### config.mk
export PLATFORM = sky130hd
export DESIGN_NAME = mlst_ram
export DESIGN_NICKNAME = d
export VERILOG_FILES = /design/src/hw/rtl/mlst_ram.sv
export SDC_FILE = /design/constraint.sdc
export NUM_CORES = 2
export LEC_CHECK = 0
export BUFFER_PORTS_ARGS = -buffer_cell sky130_fd_sc_hd__buf_2
export CELL_PAD_IN_SITES_DETAIL_PLACEMENT = 1
export CELL_PAD_IN_SITES_GLOBAL_PLACEMENT = 1
export CORE_ASPECT_RATIO = 0.5
export CORE_MARGIN = 4
export CORE_UTILIZATION = 55
export CTS_BUF_LIST = sky130_fd_sc_hd__clkbuf_4 sky130_fd_sc_hd__clkbuf_8
export DETAILED_ROUTE_END_ITERATION = 16
export GPL_TIMING_DRIVEN = 0
export PLACE_DENSITY_LB_ADDON = 0.1
export SYNTH_ARGS = -nofsm -noshare
export SYNTH_HDL_FRONTEND = slang
export SYNTH_SLANG_ARGS = --single-unit
### constraint.sdc
create_clock -name clk -period 4 [get_ports clk]
set_input_delay 0.4 -clock clk [delete_from_list [all_inputs] [get_ports clk]]
set_output_delay 0.4 -clock clk [all_outputs]
set_load 0.01 [all_outputs]
### src/hw/rtl/mlst_ram.sv
// Generic single-port-write, single-read RAM with registered read data.
// No dependencies.
module mlst_ram #(
	parameter int WIDTH = 32,
	parameter int DEPTH = 128
) (
	input  logic                     clk,
	input  logic                     we,
	input  logic [$clog2(DEPTH)-1:0] waddr,
	input  logic [WIDTH-1:0]         wdata,
	input  logic [$clog2(DEPTH)-1:0] raddr,
	output logic [WIDTH-1:0]         rdata
);
	logic [WIDTH-1:0] mem [DEPTH];

	always_ff @(posedge clk) begin
		if (we) mem[waddr] <= wdata;
		rdata <= mem[raddr];
	end
endmodule

==> results.ini <==
[critical_path]
cp_slowest_cell = mux4_2
r2r-end = rdata[10]
reg2reg_depth = 4
cp.arrival_ps = 4870
crit_family = multiplexers
startpoint_type = primary input
cp_max_fo = 16
reg2reg_slack_ps = 1130
timing.rr.start = mem[87][10]
worst-path-buf-inv = 5
critPathCaptureType = flip-flop
critical_path_cell_count = 9
worstPathCellList = clkbuf_1 > buf_2 > clkbuf_2 > buf_12 > buf_1 > mux4_2 > mux4_2 > mux4_2 > mux2_2
crit_top_cell = mux4_2
criticalPathCategory = in2reg
cp.required_ps = 4910
critPathMaxStageDelay_ps = 720

[clock_tree]
cts.sinks = 4128
cts.htree.levels = 6
numCtsBuffers = 574
clockRootBuffer = clkbuf_8
cts_buffer_depth = 4
clk-insertion-delay-late_ps = 1090
path_clk_slew_ps = 70
cts_tree = done

[timing]
fin_crit_sh_pct = 99.1
fmax_ghz = 0.252
rsz0062_at_grt = false
final.setup.tns_ps = 0
drv_slew = 0
setup_viol = 0
fin_crit_ps = 3960
slew_headroom_pct = 0.0929
worst_slew_pin_slew_ps = 1500
finalHoldViolations = 0
skew_ps = 58.6

[power_and_ir_drop]
finalPower_mw = 85.3
p_per_area_nw_per_um2 = 479
pwr-share-clk_pct = 37.6
seqPwrFrac_pct = 56.0
intPower_mw = 65.6
switching_share_pct = 23.1
vdd_drop_max_mv = 0.293
power_switching_mw = 19.7
p_leak_nw = 54.7
combPwrFrac_pct = 6.4

[logic_synthesis]
netlist_area_um2 = 156000
synth-seq-area-share_pct = 79.1
avgSynthCellArea_um2 = 26.1
yosysTopAreaCell = edfxtp_1
yosysUniqueCellTypes = 17
synth_top_area_share_pct = 78.7
synth_cells = 5990
syn_nets = 6038
synthTopCellsByArea = edfxtp_1, mux4_2, clkbuf_1
yosys_register_bits = 4128
yosysWarnings = 0

[floorplan]
die_h_um = 385
start_util_pct = 55.3
coreArea_um2 = 283000
pin_count = 80
die_w_um = 762
dieArea_um2 = 293000
rows = 138

[detailed_routing]
drc_errors = 0
routed_wl_um = 458000
avgRoutedWirePerCell_um = 41.2
via_count = 75119
ant_nets = 0
first_pass_iters = 6
drt_iter0_drc = 13603
via_per_inst = 6.77

[placed_design]
dpl.hpwl_um = 313000
portBuffers = 68
gp_congestion = 0.903

[global_routing]
grt_usage_pct = 31.6
grt_pass1_wl_um = 629000
antenna_found_initial = 81
grt_pass1_vias = 76322
grt-ovfl-total = 0
grt_max_degree = 97

[cells_and_area]
num-nets-final = 6919
fillers = 21847
synthToLayoutAreaGrowth_pct = 13.9
layout-drive-gt1-share_pct = 37.9

[worst_hold_path]
min_to = mem[102][19]
min_path_type = in2reg
holdPathStages = 3
holdCritStartpoint = waddr[1]

[outcome]
run_status = finished with violations
violations = capacitance limit

[run]
drv_cap = 1

routing by layer:
metal,wire (um),up-vias,global-route usage [%]
met4,13300,12,8.76
met2,206000,5220,46.1
li1,-,28231,-
met5,89,-,0
met1,174000,40949,46.0
met3,64600,707,11.3
cells in the mapped netlist:
cell and instances:
dfxtp_1 32, buf_6 2, buf_2 79, mux4_2 1344
clkbuf_1 182, nand4_1 3, nor2_1 122, nor2b_1 7
edfxtp_1 4096, nand2b_1 2, or3_1 1, buf_4 3
nand3_1 12, buf_1 50, nor3_1 9, nand2_1 14
mux2_2 32
cells in the final DEF, fill, tap and decap left out, types with 9 or more instances in the layout:
master            n
buf_1            42
buf_12           90
buf_16           78
buf_2           122
buf_4            21
buf_6            49
clkbuf_1        150
clkbuf_2         29
clkbuf_4        190
clkbuf_8        595
clkinv_1        127
clkinv_2         45
clkinvlp_4       18
dfxtp_1          32
diode_2          33
dlygate4sd3_1    35
edfxtp_1       4096
mux2_2           32
mux4_2         1344
nand2_1          14
nand3_1          12
nor2_4          119
nor3_2            9
flip-flops by register name, indices dropped and copies added, names as in the netlist:
signal  cells
mem      4096
rdata      32
kinds of logic (layout without fill, tap and decap cells):
kind of cell	count (synthesis)	in the layout	share of synthesized area, %
other cells	0	33	0
buf+inv	316	1613	0.839
mux	1376	1376	19.6
simple gates	170	170	0.446
flops	4128	4128	79.1
how the worst max path moves through the flow:
stage / startpoint / slack, ps / end
after global routing: raddr[2] / 80 / rdata[21]
after floorplan: we / 360 / mem[98][0]
after CTS: raddr[2] / 30 / rdata[5]
after detailed placement: raddr[2] / -1460 / rdata[26]
after global placement: waddr[3] / -3300 / mem[74][15]
final: raddr[2] / 40 / rdata[10]
what timing repair did:
item                                   4_1_cts  5_1_grt
hold buffers                                35        0
endpoints found under the hold margin     1621        0
buffers inserted                             0        0
setup endpoints to repair                   14       27
resized for setup                            3        6
power groups by stage:
stage | sequential, mW | combinational, mW | clock, mW
finish | 47.8 | 5.43 | 32.1
global placement | 48.8 | 4.94 | 0
CTS | 47.8 | 5.37 | 32.4
global route | 47.8 | 5.57 | 34.7
floorplan | 48.8 | 2.30 | 0
detailed placement | 48.7 | 5.33 | 0
worst register-to-register path, stage by stage (launching register included):
cell and delay [ps]:
edfxtp_1 360, mux4_2 570, mux4_2 660, mux4_2 730, mux2_2 420
through the flow:
stage          utilization (%)  setup slack [ps]  hold slack, ps  std cells  instance area, um^2
2_1_floorplan                -               361             499       5990               156000
3_3_place_gp              57.0             -3300             805       9838               161000
4_1_cts                   62.9              25.4            19.1      11067               178000
3_5_place_dp              59.0             -1460             802      10040               167000
5_1_grt                   62.9              78.4            95.3      11073               178000
6_report                  62.9              37.9             154      11100               178000
final cells by class:
| type | instances | area, um^2 | share of cell area (%) |
|---|---|---|---|
| clock buffers | 782 | 9590 | 5.39 |
| clock inverters | 210 | 1170 | 0.659 |
| flip-flops and latches | 4128 | 124000 | 69.4 |
| diodes | 33 | 82.6 | 0.0464 |
| repair buffers | 306 | 5180 | 2.91 |
| plain buffers | 315 | 1360 | 0.766 |
| multi-input cells | 1546 | 32300 | 18.1 |
| well taps | 3780 | 4730 | 2.66 |
No activity file was read; power rests on OpenSTA's default activity.
